==> src/rtl/swqf_pkg.sv <==
// Shared types, constants and the fit program for the quadratic window fit.
`timescale 1ns / 1ps
package swqf_pkg;

   localparam int BIG_W     = 320;
   localparam int REG_AW    = 5;
   localparam int REG_DEPTH = 32;
   localparam int EST_W     = 48;
   localparam int DIV_CW    = $clog2(BIG_W);
   localparam int PC_W      = 7;

   localparam logic [1:0] STAT_OK       = 2'd0;
   localparam logic [1:0] STAT_NOT_FULL = 2'd1;
   localparam logic [1:0] STAT_STALE    = 2'd2;
   localparam logic [1:0] STAT_SINGULAR = 2'd3;

   typedef enum logic [3:0] {
      OP_CLR, OP_LDN, OP_AGE, OP_Y, OP_ADD, OP_SUB, OP_MUL,
      OP_SHL16, OP_SHL33, OP_DIV, OP_CHK, OP_LOOP, OP_END
   } op_type;

   // register file slots
   localparam logic [REG_AW-1:0] R_Z   = 5'd0;
   localparam logic [REG_AW-1:0] R_S0  = 5'd1;
   localparam logic [REG_AW-1:0] R_S1  = 5'd2;
   localparam logic [REG_AW-1:0] R_S2  = 5'd3;
   localparam logic [REG_AW-1:0] R_S3  = 5'd4;
   localparam logic [REG_AW-1:0] R_S4  = 5'd5;
   localparam logic [REG_AW-1:0] R_B0  = 5'd6;
   localparam logic [REG_AW-1:0] R_B1  = 5'd7;
   localparam logic [REG_AW-1:0] R_B2  = 5'd8;
   localparam logic [REG_AW-1:0] R_AGE = 5'd9;
   localparam logic [REG_AW-1:0] R_Y   = 5'd10;
   localparam logic [REG_AW-1:0] R_P   = 5'd11;
   localparam logic [REG_AW-1:0] R_T   = 5'd12;
   localparam logic [REG_AW-1:0] R_U   = 5'd13;
   localparam logic [REG_AW-1:0] R_C00 = 5'd14;
   localparam logic [REG_AW-1:0] R_C01 = 5'd15;
   localparam logic [REG_AW-1:0] R_C02 = 5'd16;
   localparam logic [REG_AW-1:0] R_A11 = 5'd17;
   localparam logic [REG_AW-1:0] R_A21 = 5'd18;
   localparam logic [REG_AW-1:0] R_A22 = 5'd19;
   localparam logic [REG_AW-1:0] R_DEN = 5'd20;
   localparam logic [REG_AW-1:0] R_N   = 5'd21;

   // estimate slots, carried in the destination field of a divide
   localparam logic [REG_AW-1:0] EST_POS = 5'd0;
   localparam logic [REG_AW-1:0] EST_VEL = 5'd1;
   localparam logic [REG_AW-1:0] EST_ACC = 5'd2;

   localparam logic [PC_W-1:0] LOOP_START = 7'd9;

   typedef struct packed {
      op_type            op;
      logic [REG_AW-1:0] dst;
      logic [REG_AW-1:0] a;
      logic [REG_AW-1:0] b;
   } instr_type;

   typedef struct packed {
      logic              go;
      op_type            op;
      logic [REG_AW-1:0] dst;
      logic [REG_AW-1:0] a;
      logic [REG_AW-1:0] b;
   } cmd_type;

   typedef struct packed {
      logic done;
      logic zero;
   } stat_type;

   function automatic instr_type mk(input op_type op, input logic [REG_AW-1:0] d,
                                    input logic [REG_AW-1:0] a,
                                    input logic [REG_AW-1:0] b);
      instr_type r;
      r.op  = op;
      r.dst = d;
      r.a   = a;
      r.b   = b;
      return r;
   endfunction

   // Normal equations of the fit; cofactors of the symmetric Gram matrix
   // are shared between the determinant and the three numerators.
   function automatic instr_type swqf_program(input logic [PC_W-1:0] pc);
      instr_type r;
      unique case (pc)
         7'd0:  r = mk(OP_CLR,   R_Z,   R_Z,   R_Z);
         7'd1:  r = mk(OP_CLR,   R_S1,  R_Z,   R_Z);
         7'd2:  r = mk(OP_CLR,   R_S2,  R_Z,   R_Z);
         7'd3:  r = mk(OP_CLR,   R_S3,  R_Z,   R_Z);
         7'd4:  r = mk(OP_CLR,   R_S4,  R_Z,   R_Z);
         7'd5:  r = mk(OP_CLR,   R_B0,  R_Z,   R_Z);
         7'd6:  r = mk(OP_CLR,   R_B1,  R_Z,   R_Z);
         7'd7:  r = mk(OP_CLR,   R_B2,  R_Z,   R_Z);
         7'd8:  r = mk(OP_LDN,   R_S0,  R_Z,   R_Z);
         7'd9:  r = mk(OP_AGE,   R_AGE, R_Z,   R_Z);
         7'd10: r = mk(OP_Y,     R_Y,   R_Z,   R_Z);
         7'd11: r = mk(OP_ADD,   R_S1,  R_S1,  R_AGE);
         7'd12: r = mk(OP_MUL,   R_P,   R_AGE, R_AGE);
         7'd13: r = mk(OP_ADD,   R_S2,  R_S2,  R_P);
         7'd14: r = mk(OP_MUL,   R_P,   R_P,   R_AGE);
         7'd15: r = mk(OP_ADD,   R_S3,  R_S3,  R_P);
         7'd16: r = mk(OP_MUL,   R_P,   R_P,   R_AGE);
         7'd17: r = mk(OP_ADD,   R_S4,  R_S4,  R_P);
         7'd18: r = mk(OP_ADD,   R_B0,  R_B0,  R_Y);
         7'd19: r = mk(OP_MUL,   R_T,   R_Y,   R_AGE);
         7'd20: r = mk(OP_ADD,   R_B1,  R_B1,  R_T);
         7'd21: r = mk(OP_MUL,   R_T,   R_T,   R_AGE);
         7'd22: r = mk(OP_ADD,   R_B2,  R_B2,  R_T);
         7'd23: r = mk(OP_LOOP,  R_Z,   R_Z,   R_Z);
         7'd24: r = mk(OP_MUL,   R_T,   R_S4,  R_S2);
         7'd25: r = mk(OP_MUL,   R_U,   R_S3,  R_S3);
         7'd26: r = mk(OP_SUB,   R_C00, R_T,   R_U);
         7'd27: r = mk(OP_MUL,   R_T,   R_S4,  R_S1);
         7'd28: r = mk(OP_MUL,   R_U,   R_S3,  R_S2);
         7'd29: r = mk(OP_SUB,   R_C01, R_T,   R_U);
         7'd30: r = mk(OP_MUL,   R_T,   R_S3,  R_S1);
         7'd31: r = mk(OP_MUL,   R_U,   R_S2,  R_S2);
         7'd32: r = mk(OP_SUB,   R_C02, R_T,   R_U);
         7'd33: r = mk(OP_MUL,   R_T,   R_S4,  R_S0);
         7'd34: r = mk(OP_MUL,   R_U,   R_S2,  R_S2);
         7'd35: r = mk(OP_SUB,   R_A11, R_T,   R_U);
         7'd36: r = mk(OP_MUL,   R_T,   R_S3,  R_S0);
         7'd37: r = mk(OP_MUL,   R_U,   R_S2,  R_S1);
         7'd38: r = mk(OP_SUB,   R_A21, R_T,   R_U);
         7'd39: r = mk(OP_MUL,   R_T,   R_S2,  R_S0);
         7'd40: r = mk(OP_MUL,   R_U,   R_S1,  R_S1);
         7'd41: r = mk(OP_SUB,   R_A22, R_T,   R_U);
         7'd42: r = mk(OP_MUL,   R_T,   R_C00, R_S0);
         7'd43: r = mk(OP_MUL,   R_U,   R_C01, R_S1);
         7'd44: r = mk(OP_SUB,   R_T,   R_T,   R_U);
         7'd45: r = mk(OP_MUL,   R_U,   R_C02, R_S2);
         7'd46: r = mk(OP_ADD,   R_DEN, R_T,   R_U);
         7'd47: r = mk(OP_CHK,   R_Z,   R_Z,   R_Z);
         7'd48: r = mk(OP_MUL,   R_T,   R_C00, R_B0);
         7'd49: r = mk(OP_MUL,   R_U,   R_C01, R_B1);
         7'd50: r = mk(OP_SUB,   R_T,   R_T,   R_U);
         7'd51: r = mk(OP_MUL,   R_U,   R_C02, R_B2);
         7'd52: r = mk(OP_ADD,   R_N,   R_T,   R_U);
         7'd53: r = mk(OP_DIV,   EST_POS, R_N, R_DEN);
         7'd54: r = mk(OP_MUL,   R_T,   R_A11, R_B1);
         7'd55: r = mk(OP_MUL,   R_U,   R_C01, R_B0);
         7'd56: r = mk(OP_SUB,   R_T,   R_T,   R_U);
         7'd57: r = mk(OP_MUL,   R_U,   R_A21, R_B2);
         7'd58: r = mk(OP_SUB,   R_N,   R_T,   R_U);
         7'd59: r = mk(OP_SHL16, R_N,   R_N,   R_Z);
         7'd60: r = mk(OP_SUB,   R_N,   R_Z,   R_N);
         7'd61: r = mk(OP_DIV,   EST_VEL, R_N, R_DEN);
         7'd62: r = mk(OP_MUL,   R_T,   R_C02, R_B0);
         7'd63: r = mk(OP_MUL,   R_U,   R_A21, R_B1);
         7'd64: r = mk(OP_SUB,   R_T,   R_T,   R_U);
         7'd65: r = mk(OP_MUL,   R_U,   R_A22, R_B2);
         7'd66: r = mk(OP_ADD,   R_N,   R_T,   R_U);
         7'd67: r = mk(OP_SHL33, R_N,   R_N,   R_Z);
         7'd68: r = mk(OP_DIV,   EST_ACC, R_N, R_DEN);
         default: r = mk(OP_END, R_Z,   R_Z,   R_Z);
      endcase
      return r;
   endfunction

endpackage

==> src/rtl/swqf_ctrl.sv <==
// Controller: ring bookkeeping, item decisions and the fit program sequencer.
`timescale 1ns / 1ps
module swqf_ctrl import swqf_pkg::*; #(
   parameter int WINDOW_DEPTH = 16
) (
   input  logic                            clock,
   input  logic                            reset,
   input  logic                            req_valid,
   output logic                            req_ready,
   input  logic [31:0]                     sample_time,
   output cmd_type                         cmd,
   input  stat_type                        stat,
   output logic                            samp_wr_en,
   output logic [$clog2(WINDOW_DEPTH)-1:0] samp_wr_idx,
   output logic [$clog2(WINDOW_DEPTH)-1:0] samp_rd_idx,
   input  logic                            out_ready,
   output logic                            out_load,
   output logic                            out_est_valid,
   output logic [1:0]                      out_status
);

   localparam int IDX_W = $clog2(WINDOW_DEPTH);
   localparam int CNT_W = $clog2(WINDOW_DEPTH + 1);

   typedef enum logic [3:0] {
      ST_IDLE  = 4'b0001,
      ST_FETCH = 4'b0010,
      ST_EXEC  = 4'b0100,
      ST_DONE  = 4'b1000
   } state_type;

   state_type       state_ff;
   logic [IDX_W-1:0] newest_ff, k_ff, idx_in;
   logic [CNT_W-1:0] held_ff, held_in;
   logic [31:0]      last_time_ff;
   logic [PC_W-1:0]  pc_ff;
   logic             go_ff;
   logic             est_valid_ff;
   logic [1:0]       status_ff;
   logic             accept;
   instr_type        instr;

   assign req_ready = (state_ff == ST_IDLE);
   assign accept    = req_valid & req_ready;
   assign instr     = swqf_program(pc_ff);

   always_comb begin
      idx_in  = newest_ff;
      held_in = held_ff;
      if (held_ff != '0) begin
         idx_in = (newest_ff == IDX_W'(WINDOW_DEPTH - 1)) ? '0 : newest_ff + 1'b1;
      end
      if (held_ff != CNT_W'(WINDOW_DEPTH)) begin
         held_in = held_ff + 1'b1;
      end
   end

   assign samp_wr_en  = accept;
   assign samp_wr_idx = idx_in;
   assign samp_rd_idx = k_ff;

   assign cmd.go  = go_ff;
   assign cmd.op  = instr.op;
   assign cmd.dst = instr.dst;
   assign cmd.a   = instr.a;
   assign cmd.b   = instr.b;

   assign out_load      = (state_ff == ST_DONE) & out_ready;
   assign out_est_valid = est_valid_ff;
   assign out_status    = status_ff;

   always_ff @(posedge clock) begin
      if (reset) begin
         state_ff     <= ST_IDLE;
         newest_ff    <= '0;
         held_ff      <= '0;
         last_time_ff <= '0;
         pc_ff        <= '0;
         k_ff         <= '0;
         go_ff        <= 1'b0;
         est_valid_ff <= 1'b0;
         status_ff    <= STAT_OK;
      end else begin
         unique case (state_ff)
            ST_IDLE: if (accept) begin
               newest_ff    <= idx_in;
               held_ff      <= held_in;
               est_valid_ff <= 1'b0;
               if (held_in != CNT_W'(WINDOW_DEPTH)) begin
                  status_ff <= STAT_NOT_FULL;
                  state_ff  <= ST_DONE;
               end else if (sample_time <= last_time_ff) begin
                  status_ff <= STAT_STALE;
                  state_ff  <= ST_DONE;
               end else begin
                  last_time_ff <= sample_time;
                  pc_ff        <= '0;
                  k_ff         <= '0;
                  state_ff     <= ST_FETCH;
               end
            end
            ST_FETCH: begin
               unique case (instr.op)
                  OP_CHK: if (stat.zero) begin
                     status_ff <= STAT_SINGULAR;
                     state_ff  <= ST_DONE;
                  end else begin
                     pc_ff <= pc_ff + 1'b1;
                  end
                  OP_LOOP: if (k_ff == IDX_W'(WINDOW_DEPTH - 1)) begin
                     pc_ff <= pc_ff + 1'b1;
                  end else begin
                     k_ff  <= k_ff + 1'b1;
                     pc_ff <= LOOP_START;
                  end
                  OP_END: begin
                     status_ff    <= STAT_OK;
                     est_valid_ff <= 1'b1;
                     state_ff     <= ST_DONE;
                  end
                  default: begin
                     go_ff    <= 1'b1;
                     state_ff <= ST_EXEC;
                  end
               endcase
            end
            ST_EXEC: begin
               go_ff <= 1'b0;
               if (stat.done) begin
                  pc_ff    <= pc_ff + 1'b1;
                  state_ff <= ST_FETCH;
               end
            end
            ST_DONE: if (out_ready) begin
               state_ff <= ST_IDLE;
            end
            default: state_ff <= ST_IDLE;
         endcase
      end
   end

endmodule

==> config.mk <==
export PLATFORM = sky130hd
export DESIGN_NAME = swqf_ctrl
export DESIGN_NICKNAME = d
export VERILOG_FILES = /design/src/rtl/swqf_pkg.sv /design/src/rtl/swqf_ctrl.sv
export SDC_FILE = /design/constraint.sdc
export NUM_CORES = 1
export LEC_CHECK = 0
export ABC_AREA = 1
export BUFFER_PORTS_ARGS = -buffer_cell sky130_fd_sc_hd__buf_2
export CORE_ASPECT_RATIO = 0.5
export CORE_UTILIZATION = 41
export CTS_CLUSTER_DIAMETER = 120
export CTS_CLUSTER_SIZE = 14
export DETAILED_ROUTE_END_ITERATION = 8
export SYNTH_ARGS = -nofsm -noshare
export SYNTH_HDL_FRONTEND = slang
export SYNTH_SLANG_ARGS = --single-unit
export TNS_END_PERCENT = 1
==> constraint.sdc <==
create_clock -name clock -period 2.8 [get_ports clock]
set_input_delay 0.14 -clock clock [delete_from_list [all_inputs] [get_ports clock]]
set_output_delay 0.14 -clock clock [all_outputs]
set_load 0.03 [all_outputs]
# == Yosys cells after proc, flatten, opt, wreduce, memory -nomap -nowiden ==
# Memories as Yosys holds them, arrays and structs flattened. A register that Yosys moved wholly into a read port is not among the register bits.
# Cells that the tools add are included.
# word_totals
regBits,60
latch_bits,0
ram_bits,0
rom_bits,2432
in_bits,38
output_inout_bits,34
wordCells,96
memories,1
# op_classes
addsub,4
n_mul,0
n_div,0
n_lt_le_gt_ge,1
eq_ne,26
shifts,0
n_mux,38
n_bitwise,4
reduce_logical,13
# mem_list
memory,words,width,rd,rd_clocked_by_memory_dff,write_ports,line,source
(no name shown),128,19,1,1,0,swqf_pkg.sv:88,unique case (pc)
# op_table
operator,n
2-to-1 mux 7 bit,8
2-to-1 mux 4 bit,13
<= comparator 32 bit,1
equality test 4 bit (second input constant),6
one-hot mux 7 bit (3 select lines),1
!= test 2 bit (second input constant),8
one-hot mux 4 bit (4 select lines),1
one-hot mux 7 bit (2 select lines),1
one-hot mux 4 bit (3 select lines),1
!= test 5 bit (second input constant),2
AND reduction 5 bit,2
adder 4 x 1 -> 4 bit (second input constant),2
2-to-1 mux 2 bit,4
one-hot mux 2 bit (2 select lines),2
one-hot mux 4 bit (2 select lines),1
adder 7 x 1 -> 7 bit (second input constant),1
AND reduction 7 bit,1
!= test 3 x 1 -> 1 bit (second input constant),2
!= test 3 bit (second input constant),2
AND reduction 6 bit,1
adder 5 x 1 -> 5 bit (second input constant),1
2-to-1 mux 5 bit,1
nonzero test 5 bit,1
equality test 4 x 1 -> 1 bit (second input constant),1
other kinds (14),22

# == Longest topological paths before layout ==
# Gate-level depths: netlist (run 1).
# logic_depth
word_depth,8
mapped_depth,31
ltp_nobuf,30

# == Worst setup path after synthesis (run 1) ==
# No wires, ideal clock.
# synth_path
kind,reg-to-reg
startpoint,register held_ff[0]
endpoint,"register, netlist name instr[3]"
setup_time_ps,112
arrival_ps,2893
required_ps,2688
setup_slack_ps,-205
stages_incl_launch_ff,24
n_path_buf,1
synth_period_minus_slack_ps,3005
path_cell_list,dfxtp_1 -> inv_1 -> ha_1 -> nor3b_2 -> nand2_1 -> xor2_1 -> nand3_2 -> nor2_2 -> nand2_2 -> nand2_4 -> nand2_4 -> buf_6 -> nand2_1 -> nand3_1 -> ha_1 -> nand2_1 -> nand3_1 -> nand2_1 -> nand2_1 -> nand2_1 -> nand2_1 -> nand2_1 -> nand2_1 -> nand2_1
# synth_via
elab_chain_cells,7
word_cells_on_any_way,8
classes_between,add/sub (1); eq/ne (3); mux (3); reduce/logical (1)
# synth_lines
item,line,source
"start, declared",swqf_ctrl.sv:34,"logic [CNT_W-1:0] held_ff, held_in;"
"start signal, assigned",swqf_ctrl.sv:87,held_ff <= held_in;
adder 5 x 1 -> 5 bit or != test 5 bit (tied branches),"swqf_ctrl.sv:54, swqf_ctrl.sv:53",
2-to-1 mux 5 bit *,swqf_ctrl.sv:53,if (held_ff != CNT_W'(WINDOW_DEPTH)) begin
!= test 5 bit *,swqf_ctrl.sv:89,if (held_in != CNT_W'(WINDOW_DEPTH)) begin
!= test 2 bit (no source line) *,n/a,
AND reduction 7 bit (no source line) *,n/a,
2-to-1 mux 7 bit (no source line) * (2 in a row),n/a,
# Every way passes the cells marked *; elsewhere a longest branch is shown, timed or not.
# A chain may end at the register's enable or synchronous reset.

# == Final worst setup path (run 1) ==
# layout_path
startpoint,register held_ff[0]
endpoint,"register, netlist name instr[18]"
# layout_via
elab_chain_cells,7
word_cells_on_any_way,8
classes_between,add/sub (1); eq/ne (3); mux (3); reduce/logical (1)
# layout_lines
item,line
adder 5 x 1 -> 5 bit or != test 5 bit (tied branches),"swqf_ctrl.sv:54, swqf_ctrl.sv:53"
2-to-1 mux 5 bit *,swqf_ctrl.sv:53
!= test 5 bit *,swqf_ctrl.sv:89
!= test 2 bit (no source line) *,n/a
AND reduction 7 bit (no source line) *,n/a
2-to-1 mux 7 bit (no source line) * (2 in a row),n/a
# Marked as above.

==> results of run 1 <==
==> flip-flops by register name, summed over array words and instances (netlist names) <==
register	flops
held_ff	5
out_est_valid	1
pc_ff	7
last_time_ff	32
newest_ff	4
state_ff	4
samp_rd_idx	4
instr	19
out_status	2
go_ff	1
==> worst max-delay path, cell delays in order, from the launching register on <==
cell and delay (ns):
dfxtp_2 0.32, buf_4 0.13, ha_1 0.22, nand3_1 0.10, xor2_1 0.29, nor2_4 0.08
nand3_2 0.09, nor2_2 0.04, nand2_2 0.09, nand2_4 0.08, buf_4 0.15, nand3_2 0.09
nand2_2 0.08, nor2_4 0.20, ha_2 0.25, nand2_2 0.08, inv_1 0.11, nand3_1 0.13
o21ai_1 0.16, nand2_1 0.09, a31oi_1 0.15
==> repair_timing <==
action / CTS / global route
hold endpoints to repair: 0 / 0
pin swaps: 34 / 25
gates cloned: 0 / 0
endpoints found under the setup margin: 19 / 19
setup buffers: 8 / 5
resized for setup: 85 / 28
==> metrics by stage <==
step / utilization [%] / total power, mW
2_1_floorplan: - / 4.67
3_3_place_gp: 53.5 / 6.82
3_5_place_dp: 53.5 / 6.82
4_1_cts: 58.8 / 8.61
5_1_grt: 59.8 / 9.56
6_report: 59.8 / 8.95
==> layer usage <==
metal	global-route usage (%)	up-vias	part of all wire, %
li1	-	3293	-
met3	4.70	47	6.4
met4	11.4	0	3.2
met1	35.9	2988	46
met2	46.2	198	44
met5	0	-	0
==> how the worst max path moves through the flow <==
| stage | startpoint | cells past startpoint | to |
|---|---|---|---|
| after global placement | last_time_ff[31] | 22 | instr[8] |
| after floorplan | held_ff[0] | 25 | instr[10] |
| after CTS | held_ff[0] | 24 | instr[16] |
| after detailed placement | last_time_ff[31] | 22 | instr[8] |
| after global routing | last_time_ff[30] | 23 | instr[8] |
| final | held_ff[0] | 20 | instr[18] |
==> placed cells by master (no fill, tap or decap), types with 5 or more instances in the layout <==
cell       synthesis  layout
ha_1              47      37
nor3_1             6       6
a21oi_2            1       5
nor2_4             6       8
buf_2              7      71
nand2_4            7      18
nand2_1          251     226
nand2_2           12      24
o211ai_1           5       5
nand3_1           65      59
buf_6              7      13
ha_4               0       9
nor2_2             5       8
o21ai_0           56      53
nand3_2            6       8
a21oi_1           82      77
nand4_1           12      12
clkbuf_16          0       9
inv_2              9      13
o21ai_1            8       8
buf_12             0       6
dfxtp_1           79      77
xor2_1            11      10
nor2_1            55      50
nand3_4            1       5
inv_1            104      98
buf_4              5     131
==> synthesized netlist by cell type, types with 7 or more instances <==
| cell | number | share of area [%] |
|---|---|---|
| nand3_1 | 65 | 5.6 |
| o21ai_1 | 8 | 0.69 |
| ha_1 | 47 | 10 |
| inv_1 | 104 | 6.7 |
| inv_2 | 9 | 0.58 |
| nor2_1 | 55 | 3.5 |
| nand2_1 | 251 | 16 |
| a21oi_1 | 82 | 7.1 |
| dfxtp_1 | 79 | 27 |
| nand4_1 | 12 | 1.3 |
| xor2_1 | 11 | 1.7 |
| o21ai_0 | 56 | 4.8 |
| buf_2 | 7 | 0.60 |
| nand2_2 | 12 | 1.3 |
| buf_6 | 7 | 1.4 |
| clkbuf_1 | 13 | 0.84 |
| nand2_4 | 7 | 1.4 |
==> where the power goes <==
part           leakage [nW]  internal (mW)  switching (mW)
clock network         0.137          0.638           0.544
registers             0.644           1.34           0.129
logic                  3.21           2.58            3.72
==> logic make-up after synthesis <==
| kind of cell | Yosys count | synth area share, % |
|---|---|---|
| simple gates | 437 | 34.6 |
| compound gates | 166 | 15.2 |
| buf+inv | 148 | 11.0 |
| flops | 79 | 27.2 |
| fa+ha+maj | 47 | 10.1 |
| xor+xnor | 12 | 1.94 |
==> area by class of cell <==
type                       count  area, um^2  share of cell area [%]
timing repair buffer         223        1640                    20.0
tap                          192         240                    2.93
clock buffer                  10         239                    2.92
inverter                     115         444                    5.42
multi-input combinational    662        4000                    48.8
sequential                    79        1580                    19.3
clock inverter                 6        52.6                   0.641
==> results.md, run 1 <==
* Outcome: complete, but fails checks
* Violated checks: negative setup slack
* Hpwl dp at 14,600 um
* WL final at 19,400 um
* Area grow syn2layout at 40.8%
* Seq/Total Area, Yosys at 27.2%
* Crit Path Max Fanout at 5
* Vias in the first global route at 6,301
* Worst path required time at 3.07 ns
* Post-synth EDFFs at 0
* Initial Util at 42.5%
* CTS HTree Levels at 3
* DRC at 0
* Final Hold Viols at 0
* Crit path time final at 3.04 ns
* Initial antenna violation count at 0
* FF-to-FF path depth at 20
* Final Cycle Share at 109%
* I/O Pins at 72
* Gr usage total at 27.7%
* RR Endpoint: instr[18]
* Wire length per cell at 15.1 um
* PwrDens at 1090 nW/um^2
* Hold WS at 0.0853 ns
* Post-synthesis cell area at 5820 um^2
* Insertion delay of the later-clocked pin in the worst-skew pair at 0.35 ns
* Ant. Diodes at 0
* Fill cells at 1,319
* Unrepaired setup endpoints after global routing: yes
* Max-cap violations at 0
* Worst-margin pin slew at 0.425 ns
* Synth async-reset ratio at 0%
* Static Leakage at 3.99 nW
* VDD IR-drop max at 0.471 mV
* CTS tree: done
* Die W at 170 um
* Ys Warns at 0
* Full die area at 14,700 um^2
* Core Box Area at 13,700 um^2
* Routed Antenna Nets at 0
* Total CTS buffers at 9
* GPL Wtd Cong at 0.990
* Crit path arrival time at 3.31 ns
* Fraction of layout cells with a size suffix above 1 at 32.8%
* Max Slew Vio Count at 0
* Longest Clk Path Bufs at 2
* Number of register bits inferred by synthesis at 79
* PortBufs at 71
* Crit end category: flop
* Cells after Synth at 889
* Synth Area per Inst at 6.55 um^2
* Critical Path Start Type: flop
* GRT overflow at 0
* Placed cell count at 1,258
* # clock sinks at 79
* Fmax achieved at 0.329 GHz
* FF-to-FF Start: held_ff[0]
* Nets at 1,175
* Reg clk slew, reported paths at 0.07 ns
* Die Y at 86.2 um
* Drt pass-1 iters at 5
* WHS Endpoint: last_time_ff[7]
* Slew headroom at 71.6%
* Fin cells at 1,287
* Final Skew at 0.0111 ns
* R2R setup slack at -0.24 ns
* Hold Path Depth at 3
* # rows at 30
* First-pass GRT wire length at 31,500 um
* Worst hold path type: input port to flop
* Cell variety after synth at 45
* WS Path Type: flop to flop
* DR vias at 6,526
* Vias per inst at 5.07
* Root buffer cell: clkbuf_16
* Drt first-iter violations at 420
* Setup TNS Final at -3.33 ns
* Largest net degree at the start of global routing at 44
* Setup ws final at -0.241 ns
* Mapped Nets at 974
* Final instance area at 8200 um^2
* Dpl cell area at 7330 um^2
* Critical hold path startpoint: sample_time[7]
* Top_reg_cell synth: dfxtp_1
* Final setup viols at 19
* Hold buffers post-CTS at 0
* Worst slack, placed at -0.333 ns
Power figures use the tool's default switching activity.
==> run 2, diff against run 1 <==
--- a/config.mk
+++ b/config.mk
@@ -7,11 +7,14 @@
 export LEC_CHECK = 0
 export ABC_AREA = 1
 export BUFFER_PORTS_ARGS = -buffer_cell sky130_fd_sc_hd__buf_2
+export CELL_PAD_IN_SITES_DETAIL_PLACEMENT = 1
+export CELL_PAD_IN_SITES_GLOBAL_PLACEMENT = 2
 export CORE_ASPECT_RATIO = 0.5
-export CORE_UTILIZATION = 41
+export CORE_UTILIZATION = 29
 export CTS_CLUSTER_DIAMETER = 120
 export CTS_CLUSTER_SIZE = 14
 export DETAILED_ROUTE_END_ITERATION = 8
+export PLACE_DENSITY_LB_ADDON = 0.1
 export SYNTH_ARGS = -nofsm -noshare
 export SYNTH_HDL_FRONTEND = slang
 export SYNTH_SLANG_ARGS = --single-unit
==> run 2 against run 1 <==
Compared with the run above: the flow still finishes with violations (negative setup slack); highest routed layer unchanged; critical endpoint is now held_ff[2]; final cell count is 8.9% higher; critical path type unchanged; wire length up 20%; core utilization down 15 points; critical path depth up 1; global-route usage decreased by 4.4 points; first-iteration DRC count shrank 29%; via count up 1.9%.
==> results.md, run 2 (synthesis gave the netlist of run 1 again) <==
* Reg clk slew, reported paths at 0.07 ns (about the same)
* Ant. Diodes at 0 (unchanged)
* Commonest non-fill, non-tap cell in the layout: nand2_1
* Area grow syn2layout at 51.0%
* # rows at 36 (+20%)
* Crit Path Max Fanout at 3 (-2)
* First-pass GRT wire length at 36,600 um (+16%)
* Wire length per cell at 16.7 um (+11%)
* Max-cap violations at 0 (unchanged)
* CTS tree: done
* Hold buffers post-CTS at 0 (unchanged)
* Initial Util at 29.8% (-13 points)
* Fin cells at 1,401 (+8.9%)
* Die Y at 102 um (+18%)
* Total CTS buffers at 9 (unchanged)
* GPL Wtd Cong at 0.894 (-9.7%)
* Setup ws final at -0.276 ns (-0.0353 ns)
* Drt pass-1 iters at 4 (-1)
* I/O Pins at 72 (unchanged)
* Static Leakage at 4.22 nW (+5.9%)
* Initial antenna violation count at 0 (unchanged)
* PortBufs at 71 (unchanged)
* VDD IR-drop max at 0.458 mV (-2.8%)
* Vias per inst at 4.75 (-6.4%)
* Vias in the first global route at 6,866 (+9.0%)
* Worst hold path type: input port to flop
* Final Hold Viols at 0 (unchanged)
* Unrepaired setup endpoints after global routing: yes
* WL final at 23,400 um (+20%)
* PwrDens at 1100 nW/um^2 (+1.1%)
* Worst path required time at 3.10 ns (+0.03 ns)
* Placed cell count at 1,344 (+6.8%)
* Fraction of layout cells with a size suffix above 1 at 37.4% (+4.7 points)
* Outcome: complete, but fails checks
* DRC at 0 (unchanged)
* Insertion delay of the later-clocked pin in the worst-skew pair at 0.37 ns (+0.02 ns)
* WS Path Type: flop to flop
* Final setup viols at 20 (+1)
* Die W at 202 um (+19%)
* Hold WS at 0.0767 ns (-0.00858 ns)
* Largest net degree at the start of global routing at 44 (unchanged)
* Largest register by flop count: last_time_ff
* Max Slew Vio Count at 0 (unchanged)
* Most frequent cells in the layout: nand2_1 (221), buf_4 (169), inv_1 (95), dfxtp_1 (77), a21oi_1 (72)
* Longest Clk Path Bufs at 2 (unchanged)
* Max reg flops at 32 (unchanged)
* CTS HTree Levels at 3 (unchanged)
* Fmax achieved at 0.325 GHz (-1.1%)
* # clock sinks at 79 (unchanged)
* Worst-margin pin slew at 0.520 ns (+0.0943 ns)
* Slew headroom at 65.1% (-6.4 points)
* Routed Antenna Nets at 0 (unchanged)
* Final Cycle Share at 110% (+1.3 points)
* Gr usage total at 23.3% (-4.4 points)
* Crit end category: flop
* Hpwl dp at 17,100 um (+17%)
* Core Box Area at 19,500 um^2 (+43%)
* GRT overflow at 0 (unchanged)
* Critical Path Start Type: flop
* Crit path arrival time at 3.37 ns (+0.06 ns)
* Drt first-iter violations at 300 (-29%)
* Violated checks: negative setup slack
* Nets at 1,216 (+3.5%)
* Crit path time final at 3.08 ns (+0.0353 ns)
* DR vias at 6,652 (+1.9%)
* Root buffer cell: clkbuf_16
* Full die area at 20,700 um^2 (+41%)
* Final Skew at 0.0111 ns (+0.0000575 ns)
[run 2: cell type report]
cell class                      instances  area [um^2]
Inverter                              115          454
Multi-Input combinational cell        662         4110
Timing Repair Buffer                  264         2020
Tap cell                              266          333
Clock buffer                           11          253
Clock inverter                          4         28.8
Sequential cell                        79         1580
Fill cell                            2500        10800
[run 2: report_power, final]
| group | switching, mW | internal, mW |
|---|---|---|
| clock network | 0.543 | 0.646 |
| logic | 4.00 | 3.04 |
| registers | 0.130 | 1.34 |
| total | 4.68 | 5.02 |
[run 2: worst paths after layout]
| check | to | from | slack (ns) | cells after the start |
|---|---|---|---|---|
| worst max-delay path | held_ff[2] | held_ff[0] | -0.28 | 21 |
| worst min-delay path | last_time_ff[21] | sample_time[21] | 0.08 | 3 |
| worst max register to register | held_ff[2] | held_ff[0] | -0.28 | 21 |
| worst min register to register | last_time_ff[4] | last_time_ff[4] | 0.46 | 2 |
[run 2: timing repair]
action | CTS | global route
pin swaps | 30 | 33
endpoints found under the setup margin | 19 | 48
setup buffers | 31 | 10
resized for setup | 79 | 56
cloned | 2 | 0
[run 2: per-layer routing]
| layer | GRT usage (%) | share of wire, % | up-vias | routed length, um |
|---|---|---|---|---|
| met5 | 0 | 0 | - | 0 |
| met4 | 8.04 | 2.5 | 0 | 593 |
| met3 | 5.71 | 3.9 | 34 | 905 |
| met2 | 40.0 | 47 | 99 | 11100 |
| met1 | 28.8 | 46 | 3151 | 10800 |
| li1 | - | - | 3368 | - |
[run 2: critical path, stage by stage, from the launching register on]
cell	delay [ns]
dfxtp_2	0.33
buf_4	0.15
ha_4	0.16
xor2_1	0.17
nand2_2	0.08
buf_4	0.14
buf_4	0.13
buf_4	0.13
buf_4	0.13
buf_4	0.12
buf_4	0.12
buf_4	0.12
buf_4	0.12
buf_4	0.12
buf_4	0.12
buf_4	0.12
buf_4	0.12
buf_4	0.12
buf_4	0.13
buf_4	0.13
buf_4	0.12
a21oi_2	0.12
[run 2: per-stage QoR]
step / setup slack (ns) / util, % / power (mW) / setup TNS (ns) / cell area [um^2]
after floorplan: -0.0153 / - / 4.67 / -0.0351 / 5850
after global placement: -0.391 / 38.7 / 7.12 / -5.05 / 7570
after detailed placement: -0.414 / 38.7 / 7.18 / -5.85 / 7570
after CTS: -0.227 / 43.3 / 9.30 / -3.78 / 8460
after global routing: -0.450 / 44.9 / 10.4 / -7.19 / 8780
final: -0.276 / 44.9 / 9.70 / -3.21 / 8780
==> run 3, diff against run 2 <==
--- a/config.mk
+++ b/config.mk
@@ -10,7 +10,7 @@
 export CELL_PAD_IN_SITES_DETAIL_PLACEMENT = 1
 export CELL_PAD_IN_SITES_GLOBAL_PLACEMENT = 2
 export CORE_ASPECT_RATIO = 0.5
-export CORE_UTILIZATION = 29
+export CORE_UTILIZATION = 35
 export CTS_CLUSTER_DIAMETER = 120
 export CTS_CLUSTER_SIZE = 14
 export DETAILED_ROUTE_END_ITERATION = 8
==> constraint.sdc (replaced) <==
create_clock -name clock -period 3.6 [get_ports clock]
set_input_delay 0.18 -clock clock [delete_from_list [all_inputs] [get_ports clock]]
set_output_delay 0.18 -clock clock [all_outputs]
set_load 0.03 [all_outputs]
==> run 3 against run 2 <==
Compared with the run above: the flow now finishes without violations; register-to-register slack improved by 0.54 ns; clock power fell by 27%; sequential cell count did not move; critical endpoint is now instr[2]; largest power group unchanged; highest routed layer is now met5.
==> results.md, run 3 (synthesis gave the netlist of run 1 again) <==
* Max reg flops at 32 (unchanged)
* WS Path Type: flop to flop
* Critical hold path startpoint: sample_time[0]
* Static Leakage at 3.27 nW (-22%)
* Fraction of layout cells with a size suffix above 1 at 17.4% (-20 points)
* Most frequent CP cell: nand2_1
* Ant. Diodes at 0 (unchanged)
* Buf/Inv on CP at 1 (-16)
* Outcome: complete, no violations
* Crit path cell chain: inv_1 > ha_1 > nor3b_2 > nand2_1 > xor2_1 > nand3_2 > nor2_2 > nand2_2 > nand2_4 > nand2_4 > nand2_1 > nand3_2 > ha_4 > nand2_1 > nand3_1 > nand2_1 > nand2_1 > nand2_1 > nand2_1 > nand2_1 > nand2_1 > nand2_1
* Crit path arrival time at 3.57 ns (+0.20 ns)
* Area grow syn2layout at 16.4%
* Final setup viols at 0 (-100%)
* Reg clk slew, reported paths at 0.06 ns (about the same)
* Final Power at 5.52 mW (-43%)
* Drt first-iter violations at 366 (+22%)
* Final Cycle Share at 92.6% (-17 points)
* Critical Path Start Type: flop
* Vias per inst at 5.17 (+8.9%)
* First-pass GRT wire length at 31,400 um (-14%)
* Nets at 1,045 (-14%)
* Crit-path max cell delay at 0.38 ns (+0.05 ns)
* Final Skew at 0.0104 ns (-0.000692 ns)
* CTS tree: done
* Most frequent cells in the layout: nand2_1 (250), inv_1 (104), a21oi_1 (82), dfxtp_1 (79), buf_2 (71)
* CP startpoint: held_ff[0]
* Fmax achieved at 0.300 GHz (-7.7%)
* Dpl cell area at 6420 um^2 (-15%)
* Worst slack, placed at 0.169 ns (+0.583 ns)
* Hpwl dp at 15,100 um (-12%)
* Wire length per cell at 16.7 um (+0.34%)
* DR vias at 6,121 (-8.0%)
* GRT overflow at 0 (unchanged)
* Crit path time final at 3.33 ns (+0.257 ns)
* Worst-margin pin slew at 0.540 ns (+0.0200 ns)
* # rows at 32 (-11%)
* Reg power frac at 20.9% (+5.8 points)
* Worst path required time at 3.83 ns (+0.73 ns)
* PortBufs at 71 (unchanged)
* Largest register by flop count: last_time_ff
* Die Y at 93.2 um (-8.8%)
* # clock sinks at 79 (unchanged)
* Longest Clk Path Bufs at 2 (unchanged)
* WL final at 19,800 um (-15%)
* Fill cells at 2,133 (-15%)
* Clk network pwr share at 15.8% (+3.5 points)
* Root buffer cell: clkbuf_16
* Max Slew Vio Count at 0 (unchanged)
* Total CTS buffers at 9 (unchanged)
* Int Power at 2.58 mW (-49%)
* Multi-input logic area at 3650 um^2 (-11%)
* Die W at 184 um (-8.9%)
* Setup ws final at 0.267 ns (+0.543 ns)
* Insertion delay of the later-clocked pin in the worst-skew pair at 0.35 ns (-0.02 ns)
* DRC at 0 (unchanged)
* GPL Wtd Cong at 0.909 (+1.7%)
* Commonest non-fill, non-tap cell in the layout: nand2_1
* Full die area at 17,200 um^2 (-17%)
* CP top delay family: simple AND/OR/NAND/NOR gates
* Slowest cell on the critical path: ha_4
* Sw Ratio at 53.2% (+5.0 points)
* Final instance area at 6780 um^2 (-23%)
* Gate power share at 63.3% (-9.3 points)
* Unrepaired setup endpoints after global routing: yes
* Worst hold path type: input port to flop
* Slew headroom at 64.0% (-1.2 points)
* Routed Antenna Nets at 0 (unchanged)
* Crit end category: flop
* Vias in the first global route at 6,087 (-11%)
* Core Box Area at 15,800 um^2 (-19%)
* Initial Util at 36.8% (+7.0 points)
* Max-cap violations at 0 (unchanged)
* I/O Pins at 72 (unchanged)
* Gr usage total at 23.7% (+0.42 points)
* Switch Pwr at 2.94 mW (-37%)
* Crit Path Max Fanout at 11 (+8)
* FF-to-FF Start: held_ff[0]
* VDD IR-drop max at 0.267 mV (-42%)
* Drt pass-1 iters at 5 (+1)
* Final Hold Viols at 0 (unchanged)
* Initial antenna violation count at 1 (+1)
* PwrDens at 815 nW/um^2 (-26%)
* Largest net degree at the start of global routing at 40 (-9.1%)
* Storage cell area at 1580 um^2 (-0.16%)
* CTS HTree Levels at 3 (unchanged)
[run 3: changes by cell type in the layout (fill, tap and decap cells not counted), moves of 7 or more]
cell,before,now
buf_4,169,19
nand2_1,221,250
nand3_1,51,62
a21oi_2,11,1
ha_1,34,45
ha_4,12,1
a21oi_1,72,82
nand2_2,34,13
inv_1,95,104
buf_6,11,0
nor2_1,47,55
buf_12,10,3
[run 3: final timing paths]
| check | to | slack (ns) | cells after the start |
|---|---|---|---|
| max | instr[2] | 0.27 | 22 |
| min | last_time_ff[0] | 0.12 | 3 |
| max reg2reg | instr[2] | 0.27 | 22 |
| min reg2reg | last_time_ff[2] | 0.46 | 2 |
[run 3: worst reg2reg max path, cell delays in order (launching register included)]
cell and delay (ns):
dfxtp_1 0.37, inv_1 0.08, ha_1 0.19, nor3b_2 0.16, nand2_1 0.10, xor2_1 0.22
nand3_2 0.14, nor2_2 0.11, nand2_2 0.08, nand2_4 0.11, nand2_4 0.13, nand2_1 0.12
nand3_2 0.19, ha_4 0.38, nand2_1 0.20, nand3_1 0.19, nand2_1 0.08, nand2_1 0.11
nand2_1 0.06, nand2_1 0.05, nand2_1 0.05, nand2_1 0.06, nand2_1 0.05
[run 3: repair_timing]
action / in CTS / in global routing
buffers inserted: 0 / 4
gates resized for setup: 0 / 11
endpoints found under the setup margin: 0 / 16
hold buffers: 0 / 0
[run 3: stage by stage]
stage / hold slack, ns / utilization (%) / TNS (ns) / cells
detailed placement: 0.451 / 40.6 / 0 / 1166
floorplan: 0.274 / - / 0 / 889
global placement: 0.443 / 40.6 / 0 / 1166
finish: 0.117 / 42.8 / 0 / 1184
CTS: 0.107 / 42.3 / 0 / 1180
global route: 0.135 / 42.8 / -0.206 / 1184
[run 3: power groups by stage]
stage               clock [mW]  combinational, mW  sequential [mW]
finish                   0.872               3.50             1.15
global placement             0               3.33             1.17
detailed placement           0               3.35             1.17
global route             0.934               3.85             1.17
CTS                      0.895               3.37             1.16
floorplan                    0               2.32             1.27
[run 3: layer usage]
metal	GRT usage, %	up-vias	wire [um]
met1	30.2	2909	9340
li1	-	3025	-
met2	40.1	151	9090
met5	0	-	11
met3	4.52	34	922
met4	8.19	2	461
[run 3: area by class of cell]
| cell class | instances | area share, % |
|---|---|---|
| Clock buffer | 11 | 3.58 |
| Inverter | 115 | 6.56 |
| Clock inverter | 3 | 0.314 |
| Multi-Input combinational cell | 662 | 53.9 |
| Sequential cell | 79 | 23.3 |
| Timing Repair Buffer | 93 | 8.24 |
| Tap cell | 221 | 4.08 |
